<file path="src/hw/rtl/binary_prefix_trie_table_defines.svh">
// Assertion macros for the binary prefix trie table.
// Taken in by the top level; no other dependencies.
`ifndef BINARY_PREFIX_TRIE_TABLE_DEFINES_SVH
`define BINARY_PREFIX_TRIE_TABLE_DEFINES_SVH

// Same-cycle implication, disabled while reset is low
`define BPTT_ASSERT_IMPL(lbl, clk, rst_n, ante, cons) \
  lbl: assert property (@(posedge clk) disable iff (!rst_n) (ante) |-> (cons)) \
    else $error("bptt: assertion failed");

// Next-cycle implication, disabled while reset is low
`define BPTT_ASSERT_NEXT(lbl, clk, rst_n, ante, cons) \
  lbl: assert property (@(posedge clk) disable iff (!rst_n) (ante) |=> (cons)) \
    else $error("bptt: assertion failed");

`endif

</file>
<file path="src/hw/rtl/bptt_pkg.sv">
// Shared constants, types and state codes of the binary prefix trie table.
// Used by every module of the block; depends on nothing.
package bptt_pkg;

  localparam int unsigned KEY_BITS   = 13;
  localparam int unsigned ID_W       = 16;
  localparam int unsigned NUM_DEPTHS = KEY_BITS + 1;
  localparam int unsigned LEN_W      = $clog2(KEY_BITS + 1);
  localparam int unsigned KIND_W     = 2;

  // Operation codes on the input channel
  localparam logic [KIND_W-1:0] KIND_ADD    = 2'd0;
  localparam logic [KIND_W-1:0] KIND_DEL    = 2'd1;
  localparam logic [KIND_W-1:0] KIND_SEARCH = 2'd2;

  // One node of a depth bank
  typedef struct packed {
    logic            valid;
    logic [ID_W-1:0] id;
  } entry_t;

  // Classified item travelling from front to back
  typedef struct packed {
    logic                write_en;   // add or delete that touches the store
    logic                set_valid;  // add: mark valid, delete: clear
    logic                search;
    logic                reject;     // add or delete with an over-long key
    logic                longer;
    logic [LEN_W-1:0]    len;
    logic [KEY_BITS-1:0] key;        // key bits left-aligned to the top
    logic [ID_W-1:0]     id;
  } cmd_t;

  typedef enum logic [1:0] {
    ST_CLEAR,
    ST_IDLE,
    ST_LOOKUP
  } state_t;

  // Back-end status seen by the top level
  typedef struct packed {
    logic clearing;
    logic lookup;
  } back_status_t;

endpackage

</file>
<file path="src/hw/rtl/bptt_queue.sv">
// Two-entry queue of classified items between front and back.
// Depends on bptt_pkg for the item type.
module bptt_queue (
  input  logic             clk,
  input  logic             rst_n,
  input  logic             push,
  input  bptt_pkg::cmd_t   push_cmd,
  output logic             full,
  input  logic             pop,
  output logic             head_valid,
  output bptt_pkg::cmd_t   head
);

  bptt_pkg::cmd_t slot_r [2];
  logic           wr_ptr_r, wr_ptr_nxt;
  logic           rd_ptr_r, rd_ptr_nxt;
  logic [1:0]     count_r, count_nxt;

  assign full       = (count_r == 2'd2);
  assign head_valid = (count_r != 2'd0);
  assign head       = slot_r[rd_ptr_r];

  // Advance pointers and count
  always_comb begin
    wr_ptr_nxt = wr_ptr_r ^ push;
    rd_ptr_nxt = rd_ptr_r ^ pop;
    count_nxt  = count_r + {1'b0, push} - {1'b0, pop};
  end

  always_ff @(posedge clk) begin
    if (!rst_n) begin
      wr_ptr_r <= 1'b0;
      rd_ptr_r <= 1'b0;
      count_r  <= 2'd0;
    end else begin
      wr_ptr_r <= wr_ptr_nxt;
      rd_ptr_r <= rd_ptr_nxt;
      count_r  <= count_nxt;
    end
  end

  // Store the pushed item
  always_ff @(posedge clk) begin
    if (push) begin
      slot_r[wr_ptr_r] <= push_cmd;
    end
  end

endmodule

</file>
<file path="config.mk">
export PLATFORM = sky130hd
export DESIGN_NAME = bptt_queue
export DESIGN_NICKNAME = d
export VERILOG_FILES = /design/src/hw/rtl/binary_prefix_trie_table_defines.svh /design/src/hw/rtl/bptt_pkg.sv /design/src/hw/rtl/bptt_queue.sv
export SDC_FILE = /design/constraint.sdc
export NUM_CORES = 1
export LEC_CHECK = 0
export BUFFER_PORTS_ARGS = -buffer_cell sky130_fd_sc_hd__buf_2
export CAP_MARGIN = 40
export CORE_MARGIN = 1.5
export CORE_UTILIZATION = 50
export DETAILED_ROUTE_END_ITERATION = 8
export MAX_ROUTING_LAYER = met4
export PLACE_DENSITY = 0.76
export SLEW_MARGIN = 20
export SYNTH_ARGS = -nofsm -noshare
export SYNTH_HDL_FRONTEND = slang
export SYNTH_SLANG_ARGS = --single-unit
</file>
<file path="constraint.sdc">
create_clock -name clk -period 4.3 [get_ports clk]
set_input_delay 0.86 -clock clk [delete_from_list [all_inputs] [get_ports clk]]
set_output_delay 0.86 -clock clk [all_outputs]
set_load 0.01 [all_outputs]
</file>
=== After elaboration in Yosys (flattened, before gate mapping) ===
Memory sizes are Yosys's and may differ from the RTL's. A register that Yosys moved wholly into a read port is not among the register bits.
Cells that the tools add are included.
Widths: inputs -> output; s select.

* Flip-flop bits (word level): 4
* Bits in latches: 0
* Memory bits (writable): 76
* ROM bits: 0
* Input port bits: 42
* Word-level logic and storage cells: 13
* Memories kept: 1

{| class="wikitable"
|+ Memories
! name !! words !! width !! rd ports !! clocked after memory_dff !! wr ports !! line !! text
|-
| slot_r || 2 || 38 || 1 || 1 || 1 || bptt_queue.sv:14 || <nowiki>bptt_pkg::cmd_t slot_r [2];</nowiki>
|}

* Add/sub/neg operators: 2
* $mul: 0
* Divide/modulo/power cells: 0
* Order comparisons: 0
* Equal/unequal tests: 1
* Shifts and indexed selects: 0
* Muxes and demuxes: 3
* Bitwise logic cells: 2
* Reduce and logical (&&, ||, !) cells: 1

{| class="wikitable"
|+ Operators with widths
! operator !! number
|-
| $mux 1 || 3
|-
| $add 2x1->2 || 1
|-
| $eq 2x2->1 const B || 1
|-
| $reduce_bool 2->1 || 1
|-
| $sub 2x1->2 || 1
|-
| $xor 1x1->1 || 2
|}

=== Depth between registers and ports, before layout ===
Gate-level depths: netlist of run 1.

* Depth in word-level cells: 2
* Mapped depth: 6
* Gate-level depth less buffers: 6

=== Worst setup path after synthesis of run 1 ===
OpenSTA, ideal clock, no wires.

* Path kind: input port to flip-flop
* Start point: in push
* End point: mem slot_r[0][0] (netlist bit), enable pin
* Library setup time: 0.399 ns
* Arrival: 1.825 ns
* Slack: 2.076 ns
* Stages: 1
* Path buffers: 0
* Path through: ha_1

* Cells in the longest elaborated chain, start to end: 2

{| class="wikitable"
|+ Ends and longest elaborated chain
! item !! line !! text
|-
| from (decl) || bptt_queue.sv:6 || <nowiki>input logic push,</nowiki>
|-
| $mux 1 || bptt_queue.sv:44 || <nowiki>if (push) begin</nowiki>
|-
| $mux 1 (not written as such) || bptt_queue.sv:45 || <nowiki>slot_r[wr_ptr_r] <= push_cmd;</nowiki>
|-
| to (decl) || bptt_queue.sv:14 ||
|}

Every way passes these cells.

==> results of run 1 <==
## worst max path at each step
stage | start | end | slack, ns | cells past startpoint
6_report | register | head[17] | 1.69 | 3
5_1_grt | register | head[17] | 1.61 | 3
4_1_cts | register | head[17] | 1.65 | 3
3_5_place_dp | register | head[17] | 2.02 | 3
3_3_place_gp | register | head[2] | 1.78 | 2
2_1_floorplan | push | slot_r[0][0] | 2.08 | 1
## cells by family after synthesis
kind of cell | count (synthesis) | share of synthesized area (%)
xor+xnor | 2 | 1.02
fa+ha+maj | 4 | 1.64
buf+inv | 7 | 1.64
flops | 81 | 77.8
mux | 38 | 16.4
simple gates | 7 | 1.43
## cells in the final DEF, fill, tap and decap left out
cell type and count:
buf_2 81, edfxtp_1 76, mux2_4 20, mux2_2 18, clkbuf_8 9, clkinv_1 5
dfxtp_1 4, inv_1 3, and2_1 3, nor2b_1 3, buf_12 3, ha_1 2
ha_2 2, or2_2 1, xor2_1 1, xnor3_1 1, dfxtp_2 1, bufinv_16 1
clkbuf_1 1
## stage by stage
stage               instances  cell area, µm²  utilization [%]  worst slack [ns]
global route              310            3760             63.6              1.61
global placement          291            3530             59.6              1.78
detailed placement        294            3590             60.6              2.02
CTS                       310            3760             63.6              1.65
finish                    310            3760             63.6              1.69
floorplan                 139            3060                -              2.08
## area by class of cell
type	count	area, µm²	share of cell area, %
Tap cell	75	93.8	2.49
Clock buffer	10	128	3.39
Inverter	3	11.3	0.299
Timing Repair Buffer	84	465	12.4
Sequential cell	81	2380	63.3
Clock inverter	6	48.8	1.30
Multi-Input combinational cell	51	633	16.8
## worst register-to-register path: stages, from the launching register on
cell	delay, ns
dfxtp_1	0.32
inv_1	0.06
ha_2	0.42
buf_12	0.24
## power by group through the flow
| stage | Combinational [mW] | Sequential (mW) | Clock, mW |
|---|---|---|---|
| 3_3_place_gp | 0.199 | 0.966 | 0 |
| 4_1_cts | 0.222 | 0.942 | 0.508 |
| 6_report | 0.217 | 0.941 | 0.497 |
| 2_1_floorplan | 0.142 | 0.947 | 0 |
| 5_1_grt | 0.236 | 0.946 | 0.536 |
| 3_5_place_dp | 0.221 | 0.960 | 0 |
## state kept, by name, indices dropped and copies added (netlist names), named ones only
name / flops
count_r: 2
wr_ptr_r: 1
slot_r: 76
rd_ptr_r: 1
## layer usage
layer | global-route usage [%] | routed length, µm | vias to the layer above
li1 | - | - | 716
met1 | 17.7 | 1880 | 720
met2 | 25.4 | 2450 | 48
met3 | 3.37 | 246 | 9
met4 | 9.31 | 95 | 0
met5 | - | 0 | -
==> metrics, run 1 <==
status=finished, final reports clean; Core Box Area=0.00592 mm²; Mapped Area=0.00306 mm²; Post-CTS Resized=0; Hold WS=0.574 ns; Routed WL per cell=15.1 µm; clk sinks=81; R2R depth=3; share of synthesized registers carrying an async set or reset=0%; Die W=81.2 µm; Global Route Usage Sum=15.6%; syn avg cell area=22.0 µm²; register area share after synthesis=77.8%; CP startpoint kind=register; die height=81.2 µm; worst path bufs/invs=2; drt total wl=4670 µm; worst slew pin tran=0.561 ns; Final period util=60.7%; largest cells by area after synthesis=edfxtp_1 (75%), mux2_4 (9.8%), mux2_2 (6.6%), dfxtp_1 (3.3%), ha_1 (1.6%); DR vias=1,493; HP Class=register to register; Max Fanout on Critical Path=21; Hold Path Depth=2; number of global-route vias before repair=1,489; Gate Count Post-Synth=139; kind of critical path=register to primary output; Rel. slew slack=62.6%; sw frac=21.6%; initial core utilization=51.7%; largest net degree at the start of global routing=26; DRC viols=0; 1st-iter DRT viols=38; buffer count from post-CTS setup fixing=0; max-cap violation count=0; number of fill cells in the layout=445; CP delay by family, top=flip-flops; hold buffer count at cts=0; Clk pwr share=30.0%; final setup vio count=0; GPL Wtd Cong=0.650; # port buffers=81; Pint=1.30 mW; Synth top cells by count=edfxtp_1 (76), mux2_4 (20), mux2_2 (18); CTS Root Cell=clkbuf_8; CP endpoint kind=primary output; reg2reg setup slack=2.95 ns; DIE AREA=0.00660 mm²; final count of pins violating max slew=0; worst r2r dst=slot_r[0][18]; Synth area leader=edfxtp_1; Combinational Power Share=13.1%; sequential power share=56.9%; Worst path slowest cell=dfxtp_2; Leak Pwr=1.48 nW; fin nets=276; initial antenna violation count=0; Yosys top cell area share=74.6%; Core Rows=28; CP max stage delay=0.69 ns; post-synth cell types=13; Final ANT Viol Nets=0; arrival time worst endpoint=1.75 ns; clock skew=0.00804 ns; drt first pass iters=4; I/O pins=82; Fmax=0.383 GHz; clock tree buffer depth=2; worst path cell trace=buf_12 -> mux2_4 -> buf_2; first-pass GRT wire length=6930 µm; register bit total from synthesis=81; dpl hpwl=3210 µm; detailed-route vias per instance=4.82; most common cell in the netlist=edfxtp_1; Antenna Cells=0; Tot Pwr=1.66 mW; Power Dens Cells=440 mW/mm²; WP data required=3.44 ns; CTS tree=done; later-pin clock latency in the skew report=0.34 ns; Fin. Hold Viols=0; CTS H-tree depth=3; Reg-to-Reg Start=wr_ptr_r; total grt overflow=0; area grow syn2layout=23.0%; layout cells sized above 1=57.9%; Psw=0.357 mW; hold_sp=rd_ptr_r; final worst path period need=2.61 ns; setup_tns=0 ns; Clock Pin Slew Worst Setup and Hold Paths=0.07 ns; CTS Buf Count=9; syn nets=185; ys flop type=edfxtp_1; Ys Warns=0; EDFF count, synth=76; RSZ-0062 raised after global routing=false; Max rail drop VDD=244 µV
Note: power is estimated with default switching activity, not from simulation.
==> run 2: changes to the inputs <==
--- a/config.mk
+++ b/config.mk
@@ -8,10 +8,10 @@
 export BUFFER_PORTS_ARGS = -buffer_cell sky130_fd_sc_hd__buf_2
 export CAP_MARGIN = 40
 export CORE_MARGIN = 1.5
-export CORE_UTILIZATION = 50
+export CORE_UTILIZATION = 47
 export DETAILED_ROUTE_END_ITERATION = 8
 export MAX_ROUTING_LAYER = met4
-export PLACE_DENSITY = 0.76
+export PLACE_DENSITY = 0.75
 export SLEW_MARGIN = 20
 export SYNTH_ARGS = -nofsm -noshare
 export SYNTH_HDL_FRONTEND = slang
==> constraint.sdc (replaced) <==
create_clock -name clk -period 2.4 [get_ports clk]
set_input_delay 0.48 -clock clk [delete_from_list [all_inputs] [get_ports clk]]
set_output_delay 0.48 -clock clk [all_outputs]
set_load 0.01 [all_outputs]
==> metrics, run 2 (same netlist as run 1, synthesis figures left out) <==
CTS tree=done; I/O pins=82; status=finished, final reports clean; Leak Pwr=1.50 nW; buffer count from post-CTS setup fixing=0; max-cap violation count=0; number of global-route vias before repair=1,440; Core Box Area=0.00631 mm²; Antenna Cells=0; Top reg by flops=slot_r; worst slew pin tran=0.434 ns; Die W=83.7 µm; CP endpoint kind=primary output; number of fill cells in the layout=473; CTS Buf Count=9; Rel. slew slack=71.0%; Max rail drop VDD=508 µV; Reg-to-Reg Start=wr_ptr_r; Post-CTS Resized=0; clock skew=0.00869 ns; Power Dens Cells=815 mW/mm²; DR vias=1,486; DIE AREA=0.00700 mm²; kind of critical path=register to primary output; Final WS setup=0.233 ns; final worst path period need=2.17 ns; largest net degree at the start of global routing=30; Clock Pin Slew Worst Setup and Hold Paths=0.08 ns; initial antenna violation count=0; layout cells sized above 1=60.0%; die height=83.7 µm; hold_sp=push_cmd[14]; final count of pins violating max slew=0; Routed WL per cell=14.5 µm; Largest regs=slot_r: 76 flops, count_r: 2 flops; final setup vio count=0; CTS Root Cell=clkbuf_8; HP Class=input port to register; GPL Wtd Cong=0.721; hold buffer count at cts=0; DRC viols=0; later-pin clock latency in the skew report=0.33 ns; 1st-iter DRT viols=106; Final ANT Viol Nets=0; Fin. Hold Viols=0; most frequent cells in the layout=buf_2 (81), edfxtp_1 (76), mux2_4 (20); max reg flops=76; CTS H-tree depth=3; fin nets=276; detailed-route vias per instance=4.76; setup_tns=0 ns; Fmax=0.462 GHz; CP startpoint kind=register; WP data required=1.92 ns; arrival time worst endpoint=1.69 ns; initial core utilization=48.5%; RSZ-0062 raised after global routing=false; clock tree buffer depth=2; drt first pass iters=4; drt total wl=4510 µm; Core Rows=29; Global Route Usage Sum=13.7%; first-pass GRT wire length=7000 µm; commonest non-fill, non-tap cell in the layout=buf_2; area grow syn2layout=24.2%; clk sinks=81; # port buffers=81; dpl ws=0.565 ns; Final period util=90.3%; total grt overflow=0; dpl hpwl=3070 µm; Max Fanout on Critical Path=24
-- run 2: final timing paths --
| kind | endpoint | slack, ns | cells after the start |
|---|---|---|---|
| setup / recovery | head[3] | 0.23 | 3 |
| hold / removal | slot_r[0][14] | 0.33 | 1 |
| setup reg to reg | slot_r[1][24] | 1.05 | 2 |
| hold reg to reg | wr_ptr_r | 0.57 | 3 |
-- run 2: cell type report --
type                       instances  area (µm²)  share of cell area [%]
clock inverter                     6        82.6                    2.17
inverter                           3        11.3                   0.296
timing repair buffer              84         465                    12.2
clock buffer                      10         128                    3.36
sequential                        81        2380                    62.7
multi-input combinational         51         633                    16.7
tap                               77        96.3                    2.54
-- run 2: per-layer routing --
layer | part of all wire (%) | GRT usage [%] | wire length, µm
met5 | 0 | - | 0
met4 | 1.5 | 6.71 | 66
met3 | 5.7 | 4.06 | 256
met2 | 51 | 21.3 | 2300
met1 | 42 | 16.5 | 1890
-- run 2: power by group --
part           switching (mW)  leakage [nW]  internal, mW
sequential             0.0347         0.755          1.65
combinational           0.177         0.639         0.215
clock                   0.444         0.106         0.580
-- run 2: per-stage QoR --
step	std cells	util, %	total power [mW]	cell area, µm²	hold slack [ns]
final	312	60.2	3.10	3800	0.327
after global routing	312	60.2	3.23	3800	0.308
after CTS	312	60.2	3.13	3800	0.310
after detailed placement	296	56.9	2.11	3590	0.560
after global placement	296	56.9	2.10	3590	0.556
after floorplan	139	-	1.95	3060	0.521
-- run 2: critical path, cell delays in order (launching register included) --
cell,delay (ns)
dfxtp_2,0.58
buf_12,0.26
mux2_2,0.36
buf_2,0.14
