===== src/hw/rtl/binary_prefix_trie_table_defines.svh =====
// Assertion macros for the binary prefix trie table.
// Taken in by the top level; no other dependencies.
`ifndef BINARY_PREFIX_TRIE_TABLE_DEFINES_SVH
`define BINARY_PREFIX_TRIE_TABLE_DEFINES_SVH

// Same-cycle implication, disabled while reset is low
`define BPTT_ASSERT_IMPL(lbl, clk, rst_n, ante, cons) \
  lbl: assert property (@(posedge clk) disable iff (!rst_n) (ante) |-> (cons)) \
    else $error("bptt: assertion failed");

// Next-cycle implication, disabled while reset is low
`define BPTT_ASSERT_NEXT(lbl, clk, rst_n, ante, cons) \
  lbl: assert property (@(posedge clk) disable iff (!rst_n) (ante) |=> (cons)) \
    else $error("bptt: assertion failed");

`endif


===== src/hw/rtl/bptt_pkg.sv =====
// Shared constants, types and state codes of the binary prefix trie table.
// Used by every module of the block; depends on nothing.
package bptt_pkg;

  localparam int unsigned KEY_BITS   = 13;
  localparam int unsigned ID_W       = 16;
  localparam int unsigned NUM_DEPTHS = KEY_BITS + 1;
  localparam int unsigned LEN_W      = $clog2(KEY_BITS + 1);
  localparam int unsigned KIND_W     = 2;

  // Operation codes on the input channel
  localparam logic [KIND_W-1:0] KIND_ADD    = 2'd0;
  localparam logic [KIND_W-1:0] KIND_DEL    = 2'd1;
  localparam logic [KIND_W-1:0] KIND_SEARCH = 2'd2;

  // One node of a depth bank
  typedef struct packed {
    logic            valid;
    logic [ID_W-1:0] id;
  } entry_t;

  // Classified item travelling from front to back
  typedef struct packed {
    logic                write_en;   // add or delete that touches the store
    logic                set_valid;  // add: mark valid, delete: clear
    logic                search;
    logic                reject;     // add or delete with an over-long key
    logic                longer;
    logic [LEN_W-1:0]    len;
    logic [KEY_BITS-1:0] key;        // key bits left-aligned to the top
    logic [ID_W-1:0]     id;
  } cmd_t;

  typedef enum logic [1:0] {
    ST_CLEAR,
    ST_IDLE,
    ST_LOOKUP
  } state_t;

  // Back-end status seen by the top level
  typedef struct packed {
    logic clearing;
    logic lookup;
  } back_status_t;

endpackage


===== src/hw/rtl/bptt_front.sv =====
// Front end: accepts input items, decodes the kind, saturates the length
// and left-aligns the key. Depends on bptt_pkg.
module bptt_front (
  input  logic                          in_valid,
  output logic                          in_stall,
  input  logic [bptt_pkg::KIND_W-1:0]   in_kind,
  input  logic [bptt_pkg::KEY_BITS-1:0] in_prefix_bits,
  input  logic [bptt_pkg::LEN_W-1:0]    in_prefix_length,
  input  logic                          in_longer_key,
  input  logic [bptt_pkg::ID_W-1:0]     in_entry_id,
  input  logic                          q_full,
  output logic                          push,
  output bptt_pkg::cmd_t                push_cmd
);

  logic [bptt_pkg::LEN_W-1:0] len_sat;
  logic [bptt_pkg::LEN_W-1:0] shift;
  logic                       is_write;

  assign in_stall = q_full;
  assign push     = in_valid && !q_full;

  // Saturate the length to the table depth
  always_comb begin
    if (in_prefix_length > bptt_pkg::LEN_W'(bptt_pkg::KEY_BITS)) begin
      len_sat = bptt_pkg::LEN_W'(bptt_pkg::KEY_BITS);
    end else begin
      len_sat = in_prefix_length;
    end
    shift = bptt_pkg::LEN_W'(bptt_pkg::KEY_BITS) - len_sat;
  end

  // Decode the kind into control bits
  always_comb begin
    push_cmd           = '0;
    is_write           = 1'b0;
    unique case (in_kind)
      bptt_pkg::KIND_ADD: begin
        is_write           = 1'b1;
        push_cmd.set_valid = 1'b1;
      end
      bptt_pkg::KIND_DEL: begin
        is_write           = 1'b1;
      end
      bptt_pkg::KIND_SEARCH: begin
        push_cmd.search    = 1'b1;
      end
      default: begin
        // unused kind: no change, plain answer
      end
    endcase
    push_cmd.reject   = is_write && in_longer_key;
    push_cmd.write_en = is_write && !in_longer_key;
    push_cmd.longer   = in_longer_key;
    push_cmd.len      = len_sat;
    // bits above the used length fall off the top
    push_cmd.key      = in_prefix_bits << shift;
    push_cmd.id       = in_entry_id;
  end

endmodule


===== config.mk =====
export PLATFORM = sky130hd
export DESIGN_NAME = bptt_front
export DESIGN_NICKNAME = d
export VERILOG_FILES = /design/src/hw/rtl/binary_prefix_trie_table_defines.svh /design/src/hw/rtl/bptt_pkg.sv /design/src/hw/rtl/bptt_front.sv
export SDC_FILE = /design/constraint.sdc
export NUM_CORES = 1
export LEC_CHECK = 0
export ABC_AREA = 0
export BUFFER_PORTS_ARGS = -buffer_cell sky130_fd_sc_hd__buf_2
export CAP_MARGIN = 30
export CORE_AREA = 5 5 53 55
export DETAILED_ROUTE_END_ITERATION = 8
export DIE_AREA = 0 0 58 60
export PLACE_DENSITY = 0.88
export SLEW_MARGIN = 10
export SYNTH_ARGS = -nofsm -noshare
export SYNTH_HDL_FRONTEND = slang
export SYNTH_SLANG_ARGS = --single-unit

===== constraint.sdc =====
create_clock -name vclk -period 1.6
set_input_delay 0.08 -clock vclk [all_inputs]
set_output_delay 0.08 -clock vclk [all_outputs]
set_load 0.03 [all_outputs]

-- After elaboration in Yosys (flattened, before gate mapping)
Index checks and enable logic that the tools add are counted.
Widths: inputs -> output; s select.
- add/sub/neg operators: 1
- magnitude comparators: 1
- reduce and logical (&&, ||, !) cells: 7
- equality and inequality tests: 2
- shifts and indexed selects: 1
- mux-type cells: 4
- operator list (operator ; count):
    $shl 13x4->13 ; 1
    $gt 4x4->1 const B ; 1
    $mux 4 ; 1
    $sub 4x4->4 const A ; 1
    $logic_and 1x1->1 ; 3
    $mux 1 ; 3
    $eq 2x1->1 const B ; 1
    $eq 2x2->1 const B ; 1
    $logic_not 1->1 ; 2
    $logic_not 2->1 ; 1
    $reduce_or 2->1 ; 1
- logic and storage cells: 16
- output and inout bits: 40
- bits of input ports: 38
- register bits after elaboration: 0

-- Depth between registers and ports, before layout
Gate-level depths: netlist (run 1).
- depth in word-level cells: 4
- depth in mapped cells: 6
- depth with buffers taken out: 4

-- Worst setup path before layout (run 1)
No wires, ideal clock.
- path kind: input to output
- start: input port in_prefix_length[2] in the netlist's numbering
- end: output port push_cmd[21] in the netlist's numbering
- required time: 1.520 ns
- slack: 0.042 ns
- arrival: 1.478 ns
- buffers on the path: 1
- stages: 5
- path through: buf_6 > nand2_1 > mux2i_1 > a211oi_1 > a211oi_1
- RTL lines (element ; line ; RTL):
    start, declared ; bptt_front.sv:8 ; input logic [bptt_pkg::LEN_W-1:0] in_prefix_length,
    end, declared ; bptt_front.sv:13 ; output bptt_pkg::cmd_t push_cmd

==> run metrics, run 1 <==
outcome=complete, no violations; Worst Setup Start Kind=input port; post-synthesis instance area=1010 sq um; family with the most delay on the worst path=buffers and inverters; synthesized area per cell=approximately 7.0 sq um; Hold Path Class=in -> out; worst path bufs/invs=4; Slew HR=0.776; Routed Wire Length=around 3.0 mm; Leak=roughly 0.00058 uW; Worst Tran Pin Value=between 0.3 and 0.4 ns; Critical Path AT=between 1 and 1.5 ns; routability congestion estimate=roughly 0.9; share of post-route cells with drive strength above 1=0.448; number of max-capacitance violations reported=0; initial core utilization=0.429; # setup viols final=0; proportion of synthesized chip area in sequential cells=0; area of placed instances=1170 sq um; Final Hold Viols=0; Post-Synthesis Net Count=about 180; number of DRC markers after the initial detailed-route iteration=87; area occupied by registers=0 sq um; Final Slew Violations=0; most common library cell in the layout ignoring fill and taps=sky130_fd_sc_hd__buf_2; minimum hold slack=roughly 0.16 ns; final worst path period need=roughly 1.5 ns; cts hold-fix bufs=0; area of the core=2340 sq um; number of standard cells in the final layout excluding fillers=approximately 200; clock buffers=0; PwrDens=approximately 390 nW/um^2; Critical Path RT=roughly 1.5 ns; row cnt=18; overflow left after global routing=0; Die Outline Area=roughly 3500 sq um; worst-path maximum fanout=11; Setup CP Type=in -> out; crit path launch=in_prefix_length[3]; Yosys cell types=46; final routed DRC violation total=0; cell depth of the worst setup path=7; mean number of vias per cell=between 6 and 7; via count of the first global-routing pass=about 1.0k; total number of nets in the final design=between 200 and 250; All-Layer GR Usage=0.158; total number of sequential cells=0; floorplan die height=approximately 60 um; routed vias=~1.2k; top library cells by usage in the layout, fill and taps aside=sky130_fd_sc_hd__buf_2 (45), sky130_fd_sc_hd__a21oi_1 (14), sky130_fd_sc_hd__nor2_1 (12), sky130_fd_sc_hd__buf_4 (12), sky130_fd_sc_hd__mux2i_1 (10); antenna violations before repair=0; final worst path period share=0.958; kind of capture point of the worst setup path=primary output; remaining number of nets flagged by the antenna check after routing=0; pin count of the biggest net entering global routing=18; Layout area overhead=17.4%; Worst path max stage delay=0.28 ns; Pre-Repair DR Iteration Count=4; setup tns final=0 ns; post-layout utilization of the core=0.504; IR drop worst, VDD=0.000223 V; DP HPWL=around 2.4 mm; wire length of the first global-routing pass=between 4 and 5 mm; post-route design area=around 1200 sq um; capture point of the critical path=push_cmd[28]; cell-by-cell listing of the critical path=buf_2 > buf_4 > clkinv_1 > a21oi_1 > a21oi_1 > o32a_1 > buf_2; synthesis warning total=0; number of antenna repair diodes=0; number of top-level pins=between 70 and 80; number of cells after detailed placement=between 200 and 250; die width=58 um; setup repair after global routing missed its margin=false; slowest cell on the critical path=sky130_fd_sc_hd__o32a_1; WL/cell=14.9 um; worst hold path startpoint=in_entry_id[10]; peak clock frequency supported by timing=approximately 0.65 GHz; port bufs=between 40 and 50; number of standard cells after synthesis=~140
## layer usage
metal | vias up | share of wire | track usage
met3 | 8 | 0.11 | 0.0194
met4 | 0 | 0.011 | 0.0530
li1 | 569 | - | -
met2 | 80 | 0.50 | 0.274
met1 | 565 | 0.38 | 0.200
met5 | - | 0 | 0
## through the flow
step	power, uW	setup slack [ns]
final	460	0.0676
after detailed placement	450	0.0488
after CTS	451	0.0480
after global routing	492	0.00139
after floorplan	389	0.0421
after global placement	444	0.0970
## logic make-up (layout without fill, tap and decap cells)
group | after synthesis | after routing | synth area share
AO/OA/AOI/OAI | 47 | 47 | 0.348
buffers and inverters | 37 | 66 | 0.243
multiplexers | 19 | 19 | 0.206
AND/OR/NAND/NOR | 40 | 40 | 0.203
## cells in the mapped netlist, types with 2 or more instances
cell	count	area share
sky130_fd_sc_hd__a211oi_1	5	0.037
sky130_fd_sc_hd__a21oi_1	14	0.070
sky130_fd_sc_hd__a221oi_2	2	0.030
sky130_fd_sc_hd__a31oi_1	3	0.019
sky130_fd_sc_hd__a32oi_1	2	0.017
sky130_fd_sc_hd__and2_1	2	0.012
sky130_fd_sc_hd__buf_2	3	0.015
sky130_fd_sc_hd__buf_4	19	0.14
sky130_fd_sc_hd__buf_6	4	0.045
sky130_fd_sc_hd__clkbuf_1	3	0.011
sky130_fd_sc_hd__inv_1	4	0.015
sky130_fd_sc_hd__inv_2	2	0.0075
sky130_fd_sc_hd__mux2_2	5	0.056
sky130_fd_sc_hd__mux2_4	2	0.030
sky130_fd_sc_hd__mux2i_1	11	0.11
sky130_fd_sc_hd__nand2_1	8	0.030
sky130_fd_sc_hd__nand2b_1	2	0.012
sky130_fd_sc_hd__nand3_1	4	0.020
sky130_fd_sc_hd__nand4_1	2	0.012
sky130_fd_sc_hd__nor2_1	12	0.045
sky130_fd_sc_hd__nor2b_1	4	0.025
sky130_fd_sc_hd__o21ai_0	2	0.010
sky130_fd_sc_hd__o21ai_1	3	0.015
sky130_fd_sc_hd__o22ai_1	3	0.019
## how the worst min path moves through the flow
stage / end / slack [ns] / cells past startpoint
3_5_place_dp: push_cmd[15] / 0.16 / 0
5_1_grt: push_cmd[10] / 0.16 / 0
2_1_floorplan: push_cmd[36] / 0.27 / 1
6_report: push_cmd[10] / 0.16 / 0
4_1_cts: push_cmd[15] / 0.16 / 0
3_3_place_gp: push_cmd[15] / 0.16 / 0
## where the power goes
| group | switching, uW | internal, uW | total (uW) |
|---|---|---|---|
| logic | 283 | 177 | 460 |
| clock network | 0 | 0 | 0 |
| registers | 0 | 0 | 0 |
## what timing repair did
action | in CTS | in global routing
setup endpoints to repair | 0 | 5
setup buffers | 0 | 0
resized for setup | 0 | 3
## layout make-up
| type | count | area [sq um] |
|---|---|---|
| Inverter | 7 | 26.3 |
| Multi-Input combinational cell | 106 | 774 |
| Tap cell | 30 | 37.5 |
| Fill cell | 250 | 1160 |
| Timing Repair Buffer | 59 | 343 |
No activity file was read; power rests on OpenSTA's default activity.
==> run 2: changes to the inputs <==
--- a/config.mk
+++ b/config.mk
@@ -6,12 +6,12 @@
 export NUM_CORES = 1
 export LEC_CHECK = 0
 export ABC_AREA = 0
-export BUFFER_PORTS_ARGS = -buffer_cell sky130_fd_sc_hd__buf_2
 export CAP_MARGIN = 30
-export CORE_AREA = 5 5 53 55
+export CORE_AREA = 5 5 46 48
 export DETAILED_ROUTE_END_ITERATION = 8
-export DIE_AREA = 0 0 58 60
-export PLACE_DENSITY = 0.88
+export DIE_AREA = 0 0 51 53
+export DONT_BUFFER_PORTS = 1
+export PLACE_DENSITY = 0.77
 export SLEW_MARGIN = 10
 export SYNTH_ARGS = -nofsm -noshare
 export SYNTH_HDL_FRONTEND = slang
==> run 2 against run 1 <==
Compared with the run above: critical path depth decreased by 2; die area fell by 22%; power shrank 31%; utilization up 2.5 points; hold slack barely moved; critical endpoint is now push_cmd[25]; first-iteration DRC count fell by 63%; largest cell class unchanged; combinational power decreased by 31%; non-clock buffer count fell by 49; count of clock-buffer cells in the layout unchanged.
==> run metrics, run 2 (synthesis gave the netlist of run 1 again) <==
DP HPWL=about 2.1 mm; area used by multi-input combinational logic=between 700 and 800 sq um; All-Layer GR Usage=0.190; final worst path period share=0.793; Met1 Wirelength=just over 1 mm; share of post-route cells with drive strength above 1=0.220; Routed Wire Length=2.70 mm; setup tns final=0 ns; routed vias=1009; routability congestion estimate=0.930; cts hold-fix bufs=0; number of standard cells in the final layout excluding fillers=140; Die Outline Area=approximately 2700 sq um; PostCTS Resize Cnt=0; PwrDens=359 nW/um^2; final routed DRC violation total=0; final worst path period need=about 1.3 ns; most common library cell in the layout ignoring fill and taps=sky130_fd_sc_hd__a21oi_1; floorplan die height=53 um; clock buffers=0; setup repair after global routing missed its margin=false; outcome=complete, no violations; via count of the first global-routing pass=around 960; Slew HR=0.595; initial core utilization=0.602; Worst Setup Start Kind=input port; wire length of the first global-routing pass=between 4 and 5 mm; slowest cell on the critical path=sky130_fd_sc_hd__a2111oi_2; Pre-Repair DR Iteration Count=4; Worst path max stage delay=0.39 ns; area occupied by registers=0 sq um; pin count of the biggest net entering global routing=34; IR drop worst, VDD=0.000158 V; # setup viols final=0; minimum hold slack=0.160 ns; Layout area overhead=-12.1%; Critical Path RT=1.52 ns; remaining number of nets flagged by the antenna check after routing=0; WL/cell=just under 20 um; die width=approximately 51 um; number of DRC markers after the initial detailed-route iteration=32; Setup CP Type=in -> out; top library cells by usage in the layout, fill and taps aside=sky130_fd_sc_hd__a21oi_1 (14), sky130_fd_sc_hd__nor2_1 (12), sky130_fd_sc_hd__mux2i_1 (11), sky130_fd_sc_hd__buf_4 (10), sky130_fd_sc_hd__nand2_1 (8); Worst Tran Pin Value=around 0.60 ns; worst path bufs/invs=1; number of post-CTS setup repair buffers=0; number of max-capacitance violations reported=0; port bufs=0; antenna violations before repair=0; Leak=0.000366 uW; number of cells after detailed placement=140; Critical Path AT=approximately 1.2 ns; post-route design area=between 800 and 900 sq um; filler cell count in the final layout=175; total number of sequential cells=0; family with the most delay on the worst path=compound AO/OA/AOI/OAI gates; area of placed instances=885 sq um; worst-path maximum fanout=21; Max Used Layer=met4; row cnt=15; number of antenna repair diodes=0; overflow left after global routing=0; mean number of vias per cell=about 7; total number of nets in the final design=approximately 160; peak clock frequency supported by timing=0.788 GHz; kind of capture point of the worst setup path=primary output; Final Slew Violations=0; met3 wire length=between 300 and 400 um; Hold Path Class=in -> out; DR WL met2=1.35 mm; area of the core=between 1500 and 2000 sq um; Final Hold Viols=0; cell-by-cell listing of the critical path=mux2_2 > nor2b_1 > a2111oi_2 > a211oi_2 > buf_4; number of top-level pins=78
[run 2: cell count changes in the layout (fill, tap and decap cells not counted)]
cell,change
sky130_fd_sc_hd__buf_12,-1
sky130_fd_sc_hd__buf_2,-45
sky130_fd_sc_hd__buf_4,-2
sky130_fd_sc_hd__clkbuf_4,-1
sky130_fd_sc_hd__mux2i_1,+1
sky130_fd_sc_hd__mux2i_4,-1
[run 2: cell type report]
class                           count  share of cell area
Inverter                            7              0.0297
Multi-Input combinational cell    106               0.861
Tap cell                           17              0.0240
Timing Repair Buffer               10              0.0849
[run 2: final timing paths]
path                      endpoint  cells after the start                start
worst max-delay path  push_cmd[25]                      5  in_prefix_length[0]
worst min-delay path  push_cmd[12]                      0      in_entry_id[12]
[run 2: per-layer routing]
| layer | track usage | up-vias |
|---|---|---|
| met2 | 0.341 | 55 |
| li1 | - | 474 |
| met1 | 0.217 | 476 |
| met3 | 0.0535 | 4 |
| met4 | 0.0538 | 0 |
| met5 | 0 | - |
[run 2: where the power goes]
| part | switching (uW) | leakage [uW] | internal [uW] |
|---|---|---|---|
| combinational | 191 | 0.000366 | 127 |
| sequential | 0 | 0 | 0 |
| clock | 0 | 0 | 0 |
| total | 191 | 0.000366 | 127 |
[run 2: stage by stage]
| step | util | setup slack (ns) | total power (uW) |
|---|---|---|---|
| 3_3_place_gp | 0.530 | 0.361 | 313 |
| 2_1_floorplan | - | 0.0421 | 389 |
| 5_1_grt | 0.530 | 0.260 | 342 |
| 6_report | 0.530 | 0.330 | 318 |
| 3_5_place_dp | 0.530 | 0.349 | 318 |
| 4_1_cts | 0.530 | 0.349 | 319 |
